$ cat config.mk
export PLATFORM = sky130hd
export DESIGN_NAME = keyboard_matrix_event_scanner_flat
export DESIGN_NICKNAME = d
export VERILOG_FILES = /design/src/kbms_pkg.sv /design/src/kbms_if.sv /design/src/keyboard_matrix_event_scanner.sv /design/src/flat_wrapper.sv
export SDC_FILE = /design/constraint.sdc
export NUM_CORES = 1
export LEC_CHECK = 0
export BUFFER_PORTS_ARGS = -buffer_cell sky130_fd_sc_hd__buf_4
export CORE_MARGIN = 1
export CORE_UTILIZATION = 50
export CTS_CLUSTER_SIZE = 40
export DETAILED_ROUTE_END_ITERATION = 6
export PLACE_DENSITY = 0.68
export SLEW_MARGIN = 0
export SYNTH_ARGS = -nofsm -noshare
export SYNTH_HDL_FRONTEND = slang
export SYNTH_SLANG_ARGS = --single-unit
$ cat constraint.sdc
create_clock -name i_clk -period 10.45 [get_ports i_clk]
set_clock_uncertainty 0.15 [all_clocks]
set_input_delay 1.5675 -clock i_clk [delete_from_list [all_inputs] [get_ports i_clk]]
set_output_delay 1.5675 -clock i_clk [all_outputs]
set_load 0.005 [all_outputs]
$ cat src/kbms_pkg.sv
// kbms_pkg: shared types and constants of the key matrix event scanner
// used by the scanner top level
`default_nettype none

package kbms_pkg;

    // request kinds
    localparam logic [1:0] KIND_SCAN  = 2'd0;
    localparam logic [1:0] KIND_POP   = 2'd1;
    localparam logic [1:0] KIND_QUERY = 2'd2;

    // modifier key positions in the matrix
    localparam logic [5:0] POS_LSHIFT = 6'd15;
    localparam logic [5:0] POS_RSHIFT = 6'd52;
    localparam logic [5:0] POS_CTRL   = 6'd58;
    localparam logic [5:0] POS_CMDR   = 6'd61;

    localparam logic [7:0] NO_EVENT  = 8'hff;
    localparam logic [5:0] CODE_LAST = 6'd63;

    typedef enum logic [1:0] {
        ST_IDLE,
        ST_SCAN,
        ST_POP
    } t_state;

endpackage

`default_nettype wire

$ cat src/kbms_if.sv
// kbms request and response channels, valid/ready handshake
// no dependencies
`default_nettype none

interface kbms_req_if;
    logic        valid;
    logic        ready;
    logic [1:0]  kind;
    logic [63:0] pressed_matrix;
    logic [5:0]  key_code;

    modport source (output valid, kind, pressed_matrix, key_code, input ready);
    modport sink   (input valid, kind, pressed_matrix, key_code, output ready);
endinterface

interface kbms_rsp_if;
    logic       valid;
    logic       ready;
    logic [7:0] event_code;
    logic       key_down;
    logic [3:0] modifiers;
    logic [3:0] pending_events;

    modport source (output valid, event_code, key_down, modifiers, pending_events,
                    input ready);
    modport sink   (input valid, event_code, key_down, modifiers, pending_events,
                    output ready);
endinterface

`default_nettype wire

$ cat src/keyboard_matrix_event_scanner.sv
// keyboard_matrix_event_scanner: a scan request compares all 64 keys, one key per cycle
// by the single bit-compare/push step; a pop goes through a registered stack read; query and
// unused kinds answer from idle; the result then sits in the output register until taken
// one request at a time; the next request is taken once the block is idle and the output
// register is empty or being drained; synchronous active-low reset clears snapshot, count,
// modifiers, sequencer and output valid; stack contents are not cleared
`default_nettype none

module keyboard_matrix_event_scanner #(
    parameter int EVENT_DEPTH = 8
) (
    input  wire         i_clk,
    input  wire         i_rst_n,
    kbms_req_if.sink    i_req,
    kbms_rsp_if.source  o_rsp
);

    // count must hold the depth itself, address only the entries
    localparam int CW = $clog2(EVENT_DEPTH + 1);
    localparam int AW = (EVENT_DEPTH > 1) ? $clog2(EVENT_DEPTH) : 1;

    // sequencer and control state
    kbms_pkg::t_state r_state, n_state;
    logic [CW-1:0]    r_count, n_count;
    logic [5:0]       r_code, n_code;
    logic             r_out_valid, n_out_valid;

    // key state: stored snapshot rotates through bit 0 while the new snapshot shifts in
    logic [63:0]      r_last, n_last;
    logic [63:0]      r_shift, n_shift;
    logic [3:0]       r_mods, n_mods;

    // output payload register
    logic [7:0]       r_out_ev, n_out_ev;
    logic             r_out_down, n_out_down;
    logic [3:0]       r_out_mods;
    logic [3:0]       r_out_pend;

    // event stack memory
    logic [6:0]       r_stack [EVENT_DEPTH];
    logic [6:0]       r_rd_data;

    logic             in_ready;
    logic             accept;
    logic             load_out;
    logic             wr_en;
    logic             rd_en;
    logic [6:0]       wr_data;
    logic [AW-1:0]    wr_addr;
    logic [AW-1:0]    rd_addr;
    logic [CW-1:0]    cnt_dec;
    logic             has_room;
    logic             key_changed;

    assign in_ready = (r_state == kbms_pkg::ST_IDLE) && (!r_out_valid || o_rsp.ready);
    assign accept   = i_req.valid && in_ready;

    // shared step unit: one count compare and one bit compare per cycle
    assign has_room    = (r_count < CW'(EVENT_DEPTH));
    assign key_changed = r_shift[0] ^ r_last[0];
    assign cnt_dec     = r_count - CW'(1);
    assign wr_addr     = r_count[AW-1:0];
    assign rd_addr     = cnt_dec[AW-1:0];
    // press pushes the code, release sets the 0x40 flag
    assign wr_data     = {~r_shift[0], r_code};

    // next state
    always_comb begin
        n_state = r_state;
        case (r_state)
            kbms_pkg::ST_IDLE: begin
                if (accept) begin
                    if (i_req.kind == kbms_pkg::KIND_SCAN) begin
                        n_state = kbms_pkg::ST_SCAN;
                    end else if (i_req.kind == kbms_pkg::KIND_POP && r_count != '0) begin
                        n_state = kbms_pkg::ST_POP;
                    end
                end
            end
            kbms_pkg::ST_SCAN: begin
                if (r_code == kbms_pkg::CODE_LAST) begin
                    n_state = kbms_pkg::ST_IDLE;
                end
            end
            kbms_pkg::ST_POP: begin
                n_state = kbms_pkg::ST_IDLE;
            end
            default: begin
                n_state = kbms_pkg::ST_IDLE;
            end
        endcase
    end

    // datapath and outputs
    always_comb begin
        n_count    = r_count;
        n_code     = r_code;
        n_shift    = r_shift;
        n_last     = r_last;
        n_mods     = r_mods;
        n_out_ev   = kbms_pkg::NO_EVENT;
        n_out_down = 1'b0;
        load_out   = 1'b0;
        wr_en      = 1'b0;
        rd_en      = 1'b0;
        case (r_state)
            kbms_pkg::ST_IDLE: begin
                if (accept) begin
                    case (i_req.kind)
                        kbms_pkg::KIND_SCAN: begin
                            n_shift = i_req.pressed_matrix;
                            n_code  = '0;
                        end
                        kbms_pkg::KIND_POP: begin
                            if (r_count != '0) begin
                                n_count = cnt_dec;
                                rd_en   = 1'b1;
                            end else begin
                                // empty stack answers at once with no event
                                load_out = 1'b1;
                            end
                        end
                        kbms_pkg::KIND_QUERY: begin
                            n_out_down = r_last[i_req.key_code];
                            load_out   = 1'b1;
                        end
                        default: begin
                            // unused kind: plain status result
                            load_out = 1'b1;
                        end
                    endcase
                end
            end
            kbms_pkg::ST_SCAN: begin
                if (key_changed && has_room) begin
                    wr_en   = 1'b1;
                    n_count = r_count + CW'(1);
                end
                n_last  = {r_shift[0], r_last[63:1]};
                n_shift = {1'b0, r_shift[63:1]};
                n_code  = r_code + 6'd1;
                if (r_code == kbms_pkg::CODE_LAST) begin
                    // after 64 rotations the stored snapshot is the new one
                    n_mods   = {n_last[kbms_pkg::POS_CMDR], n_last[kbms_pkg::POS_CTRL],
                                n_last[kbms_pkg::POS_RSHIFT], n_last[kbms_pkg::POS_LSHIFT]};
                    load_out = 1'b1;
                end
            end
            kbms_pkg::ST_POP: begin
                n_out_ev = {1'b0, r_rd_data};
                load_out = 1'b1;
            end
            default: begin
                load_out = 1'b0;
            end
        endcase
        n_out_valid = load_out ? 1'b1 : (r_out_valid && !o_rsp.ready);
    end

    always_ff @(posedge i_clk) begin
        if (!i_rst_n) begin
            r_state     <= kbms_pkg::ST_IDLE;
            r_count     <= '0;
            r_code      <= '0;
            r_last      <= '0;
            r_mods      <= '0;
            r_out_valid <= 1'b0;
        end else begin
            r_state     <= n_state;
            r_count     <= n_count;
            r_code      <= n_code;
            r_last      <= n_last;
            r_mods      <= n_mods;
            r_out_valid <= n_out_valid;
        end
    end

    // payload, no reset
    always_ff @(posedge i_clk) begin
        r_shift <= n_shift;
        if (load_out) begin
            r_out_ev   <= n_out_ev;
            r_out_down <= n_out_down;
            r_out_mods <= n_mods;
            r_out_pend <= 4'(n_count);
        end
    end

    // event stack: one write and one registered read port
    always_ff @(posedge i_clk) begin
        if (wr_en) begin
            r_stack[wr_addr] <= wr_data;
        end
        if (rd_en) begin
            r_rd_data <= r_stack[rd_addr];
        end
    end

    assign i_req.ready          = in_ready;
    assign o_rsp.valid          = r_out_valid;
    assign o_rsp.event_code     = r_out_ev;
    assign o_rsp.key_down       = r_out_down;
    assign o_rsp.modifiers      = r_out_mods;
    assign o_rsp.pending_events = r_out_pend;

`ifndef SYNTHESIS
    a_count_bound: assert property (@(posedge i_clk) disable iff (!i_rst_n)
        r_count <= CW'(EVENT_DEPTH))
        else $error("event count above stack depth");

    a_busy_no_ready: assert property (@(posedge i_clk) disable iff (!i_rst_n)
        (r_state != kbms_pkg::ST_IDLE) |-> !i_req.ready)
        else $error("request taken while sequencer busy");

    a_scan_start: assert property (@(posedge i_clk) disable iff (!i_rst_n)
        (accept && i_req.kind == kbms_pkg::KIND_SCAN)
            |=> (r_state == kbms_pkg::ST_SCAN && r_code == 6'd0))
        else $error("scan did not start at key zero");

    a_scan_done: assert property (@(posedge i_clk) disable iff (!i_rst_n)
        (r_state == kbms_pkg::ST_SCAN && r_code == kbms_pkg::CODE_LAST)
            |=> (r_out_valid && r_state == kbms_pkg::ST_IDLE))
        else $error("scan end did not post a result");

    a_pop_dec: assert property (@(posedge i_clk) disable iff (!i_rst_n)
        (accept && i_req.kind == kbms_pkg::KIND_POP && r_count != '0)
            |=> (r_count == $past(r_count) - CW'(1)))
        else $error("pop did not decrement count");
`endif

endmodule

`default_nettype wire
$ cat src/flat_wrapper.sv
// flat-port wrapper written by rule: the top's interface ports become plain ports
module keyboard_matrix_event_scanner_flat 
#(
    parameter int EVENT_DEPTH = 8
)
  (i_clk, i_rst_n, i_req_valid, i_req_kind, i_req_pressed_matrix, i_req_key_code, i_req_ready, o_rsp_valid, o_rsp_event_code, o_rsp_key_down, o_rsp_modifiers, o_rsp_pending_events, o_rsp_ready);
  kbms_req_if i_req_i ();
  kbms_rsp_if o_rsp_i ();
  input  wire i_clk;
  input  wire i_rst_n;
  input wire logic [$bits(i_req_i.valid)-1:0] i_req_valid;
  input wire logic [$bits(i_req_i.kind)-1:0] i_req_kind;
  input wire logic [$bits(i_req_i.pressed_matrix)-1:0] i_req_pressed_matrix;
  input wire logic [$bits(i_req_i.key_code)-1:0] i_req_key_code;
  output wire logic [$bits(i_req_i.ready)-1:0] i_req_ready;
  output wire logic [$bits(o_rsp_i.valid)-1:0] o_rsp_valid;
  output wire logic [$bits(o_rsp_i.event_code)-1:0] o_rsp_event_code;
  output wire logic [$bits(o_rsp_i.key_down)-1:0] o_rsp_key_down;
  output wire logic [$bits(o_rsp_i.modifiers)-1:0] o_rsp_modifiers;
  output wire logic [$bits(o_rsp_i.pending_events)-1:0] o_rsp_pending_events;
  input wire logic [$bits(o_rsp_i.ready)-1:0] o_rsp_ready;
  assign i_req_i.valid = i_req_valid;
  assign i_req_i.kind = i_req_kind;
  assign i_req_i.pressed_matrix = i_req_pressed_matrix;
  assign i_req_i.key_code = i_req_key_code;
  assign i_req_ready = i_req_i.ready;
  assign o_rsp_valid = o_rsp_i.valid;
  assign o_rsp_event_code = o_rsp_i.event_code;
  assign o_rsp_key_down = o_rsp_i.key_down;
  assign o_rsp_modifiers = o_rsp_i.modifiers;
  assign o_rsp_pending_events = o_rsp_i.pending_events;
  assign o_rsp_i.ready = o_rsp_ready;
  keyboard_matrix_event_scanner #(.EVENT_DEPTH(EVENT_DEPTH)) u_core (.i_clk(i_clk), .i_rst_n(i_rst_n), .i_req(i_req_i), .o_rsp(o_rsp_i));
endmodule
### Word level (Yosys, flattened, before mapping)

Memories as Yosys holds them, arrays and structs flattened. A register that Yosys moved wholly into a read port is not among the register bits.
Index checks and enable logic that the tools add are counted.
W data, S select, Z words.

| storage, ports and cells | value |
|---|---|
| memory bits (writable) | 56 |
| memories kept | 1 |
| register bits | 162 |
| output and inout bits | 19 |
| bits of input ports | 76 |
| word-level logic and storage cells | 79 |

| cells by class | value |
|---|---|
| muxes and demuxes | 35 |
| $add $sub $neg | 3 |
| magnitude comparators | 2 |
| equality and inequality tests | 9 |
| reduce and logical (&&, ||, !) cells | 15 |
| bitwise logic cells | 2 |

Memories:

| memory | depth | width | rd ports | clocked after memory_dff | wr ports | line | source |
|---|---|---|---|---|---|---|---|
| u_core.r_stack | 8 | 7 | 1 | 1 | 1 | keyboard_matrix_event_scanner.sv:40 | `logic [6:0] r_stack [EVENT_DEPTH];` |

Operator list:

| operator | count |
|---|---|
| $mux W64 | 2 |
| $pmux W64 S2 | 1 |
| $mux W4 | 6 |
| $mux W1 | 13 |
| $mux W6 | 2 |
| $pmux W6 S2 | 1 |
| $reduce_and A3 Y1 | 3 |
| $mux W2 | 4 |
| $mux W8 | 1 |
| $pmux W4 S2 | 1 |
| $lt A6 B7 Y1 const B | 1 |
| $add A6 B1 Y6 const B | 1 |
| $bmux W1 S6 | 1 |
| $eq A6 B6 Y1 const B | 1 |
| $logic_and A1 B1 Y1 | 5 |
| $add A4 B1 Y4 const B | 1 |
| $eq A2 B1 Y1 const B | 2 |
| $eq A2 B2 Y1 const B | 2 |
| $logic_not A2 Y1 | 2 |
| $lt A4 B4 Y1 const B | 1 |
| $ne A2 B1 Y1 const B | 2 |
| $pmux W2 S2 | 1 |
| $reduce_bool A4 Y1 | 1 |
| $sub A4 B1 Y4 const B | 1 |
| 9 further kinds | 10 |

### Logic depth before layout (Yosys ltp)

Gate-level depths: netlist (run 1).

| depth | value |
|---|---|
| depth after elaboration | 7 |
| gate-level depth with buffers | 9 |
| mapped depth without buffers | 8 |

### Worst setup path after synthesis (run 1)

Ideal clock, no wire load.

| timing | value |
|---|---|
| path kind | input -> register |
| start | input o_rsp_ready |
| end | register u_core.r_shift[0], enable pin |
| setup slack | 4.994 ns |
| stages | 4 |
| path buffers | 0 |
| data arrival time | 4.818 ns |
| data required time | 9.812 ns |
| library setup time | 0.488 ns |
| cell sequence | nand2b_1 nand3_1 o31a_1 nor2_1 |

| between the ends | value |
|---|---|
| word-level cells in the longest chain between the ends | 5 |

RTL lines:

| what | line | source |
|---|---|---|
| start, declared | flat_wrapper.sv:21 | `input wire logic [$bits(o_rsp_i.ready)-1:0] o_rsp_ready;` |
| $logic_or A1 B1 Y1 | keyboard_matrix_event_scanner.sv:55 | `assign in_ready = (r_state == kbms_pkg::ST_IDLE) && (!r_out_valid \|\| o_rsp.ready);` |
| $logic_and A1 B1 Y1 | keyboard_matrix_event_scanner.sv:55 |  |
| $logic_and A1 B1 Y1 | keyboard_matrix_event_scanner.sv:56 | `assign accept = i_req.valid && in_ready;` |
| $ne A2 B1 Y1 (no source line) | -- |  |
| $reduce_and A3 Y1 (no source line) | -- |  |
| end signal, assigned | keyboard_matrix_event_scanner.sv:180 | `r_shift <= n_shift;` |
| end, declared | keyboard_matrix_event_scanner.sv:30 | `logic [63:0] r_shift, n_shift;` |

Every way passes these cells.
A chain may end at the register's enable or synchronous reset.

### Worst setup path in the final report (run 1)

| timing | value |
|---|---|
| start | input o_rsp_ready |
| end | output i_req_ready |

| between the ends | value |
|---|---|
| word-level cells in the longest chain between the ends | 2 |

RTL lines:

| what | line | source |
|---|---|---|
| $logic_or A1 B1 Y1 | keyboard_matrix_event_scanner.sv:55 |  |
| $logic_and A1 B1 Y1 | keyboard_matrix_event_scanner.sv:55 |  |
| end, declared | flat_wrapper.sv:15 | `output wire logic [$bits(i_req_i.ready)-1:0] i_req_ready;` |

Every way passes these cells.

==> reports/metrics.csv, run 1 <==
stage,metric,value,unit
run_status,status,completed,
floorplan,start_util,51.8,%
sta,drv_slew,0,
routing,viasPerCell,5.30,
final_layout,antenna_cells,0,
final_layout,multi_input_area,0.00329,sq mm
placed_design,io_buffers,94,
yosys,ys_seq_elements,225,
placed_design,place_area,0.0103,sq mm
sta,max_freq,0.266,GHz
global_route,gr-usage-met2,28.3,%
yosys,synthCells,820,
clock_tree,clkTransAtPathRegs,60,ps
hold_path,hold_class,reg -> reg,
clock_tree,insertion_delay,510,ps
yosys,synthArstFlopShare,0,%
global_route,grt.met1_usage,27.9,%
clock_tree,cts_tree,yes,
final_layout,postLayoutCellArea,0.0111,sq mm
power_and_ir_drop,vdd_drop_max,0.000123,V
global_route,grt_use_met3,3.37,%
clock_tree,cts_buffer_depth,3,
clock_tree,cts_sinks,225,
critical_path,criticalPathCategory,in -> out,
yosys,yosysWarnings,0,
yosys,ys_seq_area_share,63.0,%
yosys,syn_area,0.00943,sq mm
global_route,antenna_found_initial,0,
global_route,grt_pass1_wl,29500,microns
yosys,yosys.cell_types.count,48,
floorplan,dieArea,0.0194,sq mm
placed_design,pre_cts_slack,6700,ps
global_route,grt_pass1_vias,5880,
global_route,grt_overflow_total,0,
routing,drcViolationCount,0,
clock_tree,root_buffer,clkbuf_16,
routing,wire_per_inst,15.3,microns
sta,setup_viol,0,
clock_tree,numCtsBuffers,24,
final_layout,fin_util,61.1,%
routing,dr.pass1.iters,5,
yosys,synth.avg_cell_area,11.5,sq um
sta,fin_ws,6690,ps
global_route,grt_busiest_layer,met2,
routing,ant_nets,0,
yosys,synth_nets,900,
sta,hold_violations,0,
sta,layout_min_cycle_time,3760,ps
critical_path,crit_arrival,2050,ps
sta,slew_headroom,30.7,%
sta,tightestPinTransition,1030,ps
placed_design,placedCellCount,1098,
critical_path,reg2reg_slack,7160,ps
floorplan,die_w,139,microns
sta,rsz0062_at_grt,false,
floorplan,rows,49,
power_and_ir_drop,powerDensity,190,mW/mm^2
critical_path,crit_fanout,2,
floorplan,ioPinCount,95,
sta,finalSetupTns,0,ps
clock_tree,htree_levels,1,
placed_design,hpwl,11000,microns
clock_tree,cts_resized,0,
final_layout,drive_gt1_share,20.0,%
final_layout,final.fill_count,1463,
final_layout,nets,975,
critical_path,required,8730,ps
routing,vias,6044,
routing,drt_iter0_markers,423,
floorplan,die_y,139,microns
flow_run,max_cap_violations,0,
power_and_ir_drop,leakagePower,4.11,nW
critical_path,cp-start-kind,primary input,
placed_design,place.gp.congestion,0.730,
routing,wirelength,17400,microns
global_route,grt_max_degree,97,
final_layout,fin_cells,1141,
floorplan,coreArea,0.0182,sq mm
yosys,ys.flop_type,edfxtp_1,
clock_tree,hold_buffers,0,
critical_path,crit_path_end_kind,primary output,
final_layout,area.growth.synth_to_final,17.9,%
sta,period_share,36.0,%
final_layout,final-seq-area,0.00595,sq mm
yosys,synth_edf_count,144,
global_route,grtUsageTotal,18.7,%
clock_tree,cts_setup_buffers,0,
[area by class of cell]
| type | count | area share (%) |
|---|---|---|
| clock inverter | 11 | 1.17 |
| tap | 229 | 2.58 |
| multi-input combinational | 538 | 29.6 |
| sequential | 225 | 53.5 |
| inverter | 7 | 0.236 |
| clock buffer | 32 | 6.24 |
| timing repair buffer | 99 | 6.69 |
[state kept, by name, indices dropped and copies added, names as in the netlist]
| register | flops |
|---|---|
| u_core.r_last | 64 |
| u_core.r_shift | 64 |
| u_core.r_stack | 56 |
| u_core.o_rsp.event_code | 8 |
| u_core.r_rd_data | 7 |
| u_core.r_code | 6 |
| u_core.o_rsp.modifiers | 4 |
| u_core.o_rsp.pending_events | 4 |
| u_core.r_count | 4 |
| u_core.r_mods | 4 |
| u_core.r_state | 2 |
| u_core.o_rsp.key_down | 1 |
| u_core.o_rsp.valid | 1 |
[power by group]
part | leakage [nW] | internal, mW | switching (mW)
Clock | 0.405 | 0.538 | 0.329
Combinational | 1.73 | 0.105 | 0.125
Sequential | 1.98 | 0.992 | 0.0168
[metrics by stage]
step	hold slack, ps	power, mW
floorplan	299	1.18
global placement	315	1.26
detailed placement	322	1.26
CTS	330	2.13
global route	345	2.19
finish	328	2.11
[kinds of logic after synthesis]
logic type	Yosys count	share of synthesized area, %
simple gates	388	16.9
flops	225	63.0
compound gates	91	7.07
buf+inv	57	2.44
mux	49	9.48
xor+xnor	6	0.557
fa+ha+maj	4	0.531
[cells in the mapped netlist (2+ instances only)]
| cell type | n | area, sq um |
|---|---|---|
| o31ai_1 | 2 | 15.0 |
| and3_1 | 2 | 12.5 |
| inv_1 | 7 | 26.3 |
| mux4_1 | 6 | 158 |
| o21a_1 | 2 | 15.0 |
| and2_1 | 12 | 75.1 |
| mux2i_1 | 5 | 50.1 |
| nand2_1 | 323 | 1210 |
| nor4_1 | 4 | 25.0 |
| a21oi_1 | 6 | 30.0 |
| mux2_2 | 15 | 169 |
| buf_1 | 2 | 7.51 |
| ha_1 | 4 | 50.1 |
| nor3b_1 | 3 | 22.5 |
| xnor2_1 | 5 | 43.8 |
| buf_4 | 2 | 15.0 |
| a21boi_0 | 65 | 488 |
| nand3_1 | 4 | 20.0 |
| dfxtp_1 | 81 | 1620 |
| mux4_2 | 23 | 518 |
| clkbuf_1 | 44 | 165 |
| o21ai_0 | 5 | 25.0 |
| nand2b_1 | 9 | 56.3 |
| nor2b_1 | 4 | 25.0 |
| nor2_1 | 13 | 48.8 |
| nor3_1 | 6 | 30.0 |
| edfxtp_1 | 144 | 4320 |
| a2111oi_0 | 2 | 17.5 |
[worst paths after layout]
path,start,end,cells past startpoint
worst max register to register,u_core.r_state[1],u_core.r_stack[2][6],4
worst min-delay path,u_core.r_last[22],u_core.r_last[21],2
worst min register to register,u_core.r_last[22],u_core.r_last[21],2
worst max-delay path,o_rsp_ready,i_req_ready,4
[worst max-delay path: stages]
cell	delay (ps)
buf_4	110
nor2b_1	140
nor3_1	60
buf_4	160
[placed cells by master, fill, tap and decap left out, drive strengths merged, types with 5 or more instances in the layout]
| cell | n |
|---|---|
| dfxtp | 81 |
| and2 | 12 |
| a21oi | 6 |
| xnor2 | 5 |
| a21boi | 65 |
| clkbuf | 32 |
| inv | 7 |
| mux2 | 15 |
| nor3 | 6 |
| o21ai | 5 |
| nand2 | 323 |
| clkinv | 7 |
| nand2b | 9 |
| mux2i | 5 |
| mux4 | 29 |
| edfxtp | 144 |
| buf | 99 |
| nor2 | 13 |
[layer usage]
layer,vias up,wire [microns]
met1,2855,8430
met5,-,0
li1,2989,-
met3,27,1040
met4,0,281
met2,173,7680
Power figures use the tool's default switching activity.
==> inputs of run 2 (changes only) <==
ABC_AREA = 1   (was default)
clock period = 3.7 ns   (was 10.45 ns; I/O delays follow)
==> run 2 against run 1 <==
Against the previous run:
- count of clock-buffer cells in the layout increased by 7
- register-to-register slack lost 6100 ps
- critical path depth is 3 higher
- hold slack lost 170 ps
- first-iteration DRC count is 43% higher
- setup slack lost 5700 ps
- critical endpoint is now u_core.o_rsp.event_code[3]
- largest cell class unchanged
- highest routed layer unchanged
==> reports/metrics.csv, run 2 <==
stage,metric,value,unit,change
run_status,status,completed,,unchanged
clock_tree,numCtsBuffers,24,,unchanged
hold_path,hold_class,in -> reg,,was reg -> reg
critical_path,cpLargestDelayFamily,simple AND/OR/NAND/NOR gates,,was buffers and inverters
floorplan,rows,50,,was 49
yosys,ys_seq_elements,225,,unchanged
critical_path,max_stage_delay,680,ps,was 160 ps
sta,layout_min_cycle_time,2680,ps,
global_route,grt_pass1_wl,32600,microns,was 29500 microns
sta,drv_slew,0,,unchanged
power_and_ir_drop,p_seq_share,47.7,%,was 47.9%
clock_tree,insertion_delay,510,ps,about the same
yosys,yosys-top-cells-area,"edfxtp_1, dfxtp_1, nand2_1",,unchanged
floorplan,coreArea,0.0186,sq mm,was 0.0182 sq mm
global_route,antenna_found_initial,0,,unchanged
placed_design,place_area,0.0103,sq mm,about the same
final_layout,area.growth.synth_to_final,16.9,%,was 17.9%
yosys,yosys.cell_types.count,28,,was 48
final_layout,nets,1200,,was 975
routing,wire_per_inst,14.7,microns,was 15.3 microns
flow_run,max_cap_violations,0,,unchanged
hold_path,hp-start,i_req_pressed_matrix[26],,was u_core.r_last[22]
critical_path,reg2reg_from,u_core.r_code[1],,was u_core.r_state[1]
critical_path,cp-startpoint,u_core.r_code[1],,was o_rsp_ready
critical_path,path_common_cell,inv_1,,was buf_4
placed_design,placedCellCount,1328,,was 1098
routing,drcViolationCount,0,,unchanged
yosys,synthTopCellsByCount,"nand2_1, nor2_1, edfxtp_1, o21ai_0, dfxtp_1",,"was nand2_1, edfxtp_1, dfxtp_1, a21boi_0, clkbuf_1"
yosys,ys_seq_area_share,62.5,%,was 63.0%
floorplan,dieArea,0.0196,sq mm,was 0.0194 sq mm
clock_tree,root_buffer,clkbuf_16,,unchanged
final_layout,fin_cells,1372,,was 1141
routing,viasPerCell,5.12,,was 5.30
power_and_ir_drop,powerDensity,551,mW/mm^2,was 190 mW/mm^2
global_route,grt_overflow_total,0,,unchanged
power_and_ir_drop,clkPwrFrac,38.9,%,was 41.2%
sta,setup_viol,0,,unchanged
yosys,synth.avg_cell_area,9.08,sq um,was 11.5 sq um
routing,drt_iter0_markers,604,,was 423
critical_path,crit_path_end_kind,flip-flop,,was primary output
clock_tree,hold_buffers,0,,unchanged
critical_path,cp-start-kind,flip-flop,,was primary input
sta,fin_ws,1020,ps,was 6690 ps
critical_path,criticalPathCategory,reg -> reg,,was in -> out
yosys,syn_area,0.00951,sq mm,was 0.00943 sq mm
clock_tree,htree_levels,1,,unchanged
yosys,synth.largest_area_cell,edfxtp_1,,unchanged
final_layout,postLayoutCellArea,0.0111,sq mm,about the same
sta,rsz0062_at_grt,false,,unchanged
critical_path,reg2reg_slack,1020,ps,was 7160 ps
final_layout,antenna_cells,0,,unchanged
clock_tree,cts_buffer_depth,3,,unchanged
sta,period_share,72.5,%,
floorplan,die_y,140,microns,was 139 microns
power_and_ir_drop,comb_power_share,13.5,%,was 10.9%
global_route,grt_max_degree,79,,was 97
final_layout,final_cell_mix,"nand2_1, nor2_1, edfxtp_1",,"was nand2_1, edfxtp_1, buf_4"
sta,tightestPinTransition,949,ps,was 1030 ps
global_route,grt_pass1_vias,6450,,was 5880
routing,ant_nets,0,,unchanged
placed_design,place.gp.congestion,0.807,,was 0.730
global_route,grtUsageTotal,20.8,%,was 18.7%
critical_path,worstPathCellList,"ha_1, nand2_1, nor3_1, inv_1, nor2_2, inv_1, nand3_1",,"was buf_4, nor2b_1, nor3_1, buf_4"
final_layout,drive_gt1_share,14.8,%,was 20.0%
yosys,synth_top_cell_area_share,45.5,%,was 45.8%
sta,hold_violations,0,,unchanged
yosys,synth_most_common_cell,nand2_1,,unchanged
yosys,yosysWarnings,0,,unchanged
yosys,synth_nets,1127,,was 900
critical_path,crit_arrival,2660,ps,was 2050 ps
routing,wirelength,20200,microns,was 17400 microns
final_layout,top_regs,"u_core.r_last (64), u_core.r_shift (64), u_core.r_stack (56)",,unchanged
power_and_ir_drop,switchingPower,1.55,mW,was 0.471 mW
critical_path,required,3680,ps,was 8730 ps
critical_path,crit_slowest_cell,nand3_1,,was buf_4
yosys,synthArstFlopShare,0,%,unchanged
critical_path,crit_fanout,18,,was 2
yosys,synthCells,1047,,was 820
power_and_ir_drop,p_int,4.57,mW,was 1.64 mW
sta,slew_headroom,36.6,%,was 30.7%
sta,max_freq,0.373,GHz,
clock_tree,cts_sinks,225,,unchanged
floorplan,die_w,140,microns,was 139 microns
final_layout,final_common_cell,nand2_1,,unchanged
yosys,ys.flop_type,edfxtp_1,,unchanged
placed_design,io_buffers,94,,unchanged
placed_design,hpwl,12200,microns,was 11000 microns
routing,dr.pass1.iters,5,,unchanged
routing,vias,7027,,was 6044
power_and_ir_drop,leakagePower,4.67,nW,was 4.11 nW
power_and_ir_drop,vdd_drop_max,0.000305,V,was 0.000123 V
clock_tree,clkTransAtPathRegs,60,ps,about the same
floorplan,start_util,51.0,%,was 51.8%
clock_tree,cts_setup_buffers,0,,unchanged
critical_path,cp.buffers_inverters,2,,unchanged
floorplan,ioPinCount,95,,unchanged
clock_tree,cts_tree,yes,,unchanged
placed_design,pre_cts_slack,988,ps,was 6700 ps
sta,finalSetupTns,0,ps,unchanged
power_and_ir_drop,swShare,25.3,%,was 22.4%
clock_tree,cts_resized,0,,unchanged
yosys,synth_edf_count,144,,unchanged
==> run 2: per-stage QoR <==
step,hold slack [ps],power [mW],util (%)
finish,153,6.12,59.6
global route,139,6.39,59.6
CTS,132,6.18,59.6
detailed placement,316,3.80,55.4
global placement,310,3.78,55.4
floorplan,297,3.53,-
==> run 2: power groups by stage <==
| stage | Sequential, mW | Clock [mW] | Combinational (mW) |
|---|---|---|---|
| after global placement | 2.97 | 0 | 0.814 |
| after global routing | 2.93 | 2.52 | 0.939 |
| after detailed placement | 2.97 | 0 | 0.824 |
| after floorplan | 2.96 | 0 | 0.571 |
| after CTS | 2.92 | 2.43 | 0.831 |
| final | 2.92 | 2.38 | 0.824 |
==> run 2: layout make-up <==
type                            instances  area (sq um)
Tap cell                              234           293
Multi-Input combinational cell        725          3150
Sequential cell                       225          5950
Timing Repair Buffer                  103           786
Inverter                               41           156
Clock buffer                           39           736
Fill cell                            1625          7530
Clock inverter                          5          52.6
==> run 2: logic make-up after synthesis <==
| kind of cell | after synthesis | share of synthesized area, % |
|---|---|---|
| buffers and inverters | 97 | 4.37 |
| adders and majority gates | 4 | 0.526 |
| AOI/OAI and AO/OA | 132 | 7.21 |
| and+or+nand+nor | 587 | 25.2 |
| xor gates and xnor gates | 2 | 0.184 |
| DFF | 225 | 62.5 |
==> run 2: worst min-delay path: stages <==
cell	delay, ps
buf_4	80
nand2_1	40
nand2_1	40
==> run 2: layer usage <==
layer | part of all wire [%] | up-vias | global-route usage (%)
met5 | 0 | - | 0
met4 | 1.9 | 0 | 6.07
met3 | 3.7 | 34 | 2.77
met2 | 48 | 127 | 34.5
met1 | 46 | 3277 | 28.6
li1 | - | 3589 | -
==> run 2: path summary, 6_finish.rpt <==
check / end / cells after the start
max: u_core.o_rsp.event_code[3] / 7
min: u_core.r_shift[26] / 3
max reg2reg: u_core.o_rsp.event_code[3] / 7
min reg2reg: u_core.r_mods[3] / 2
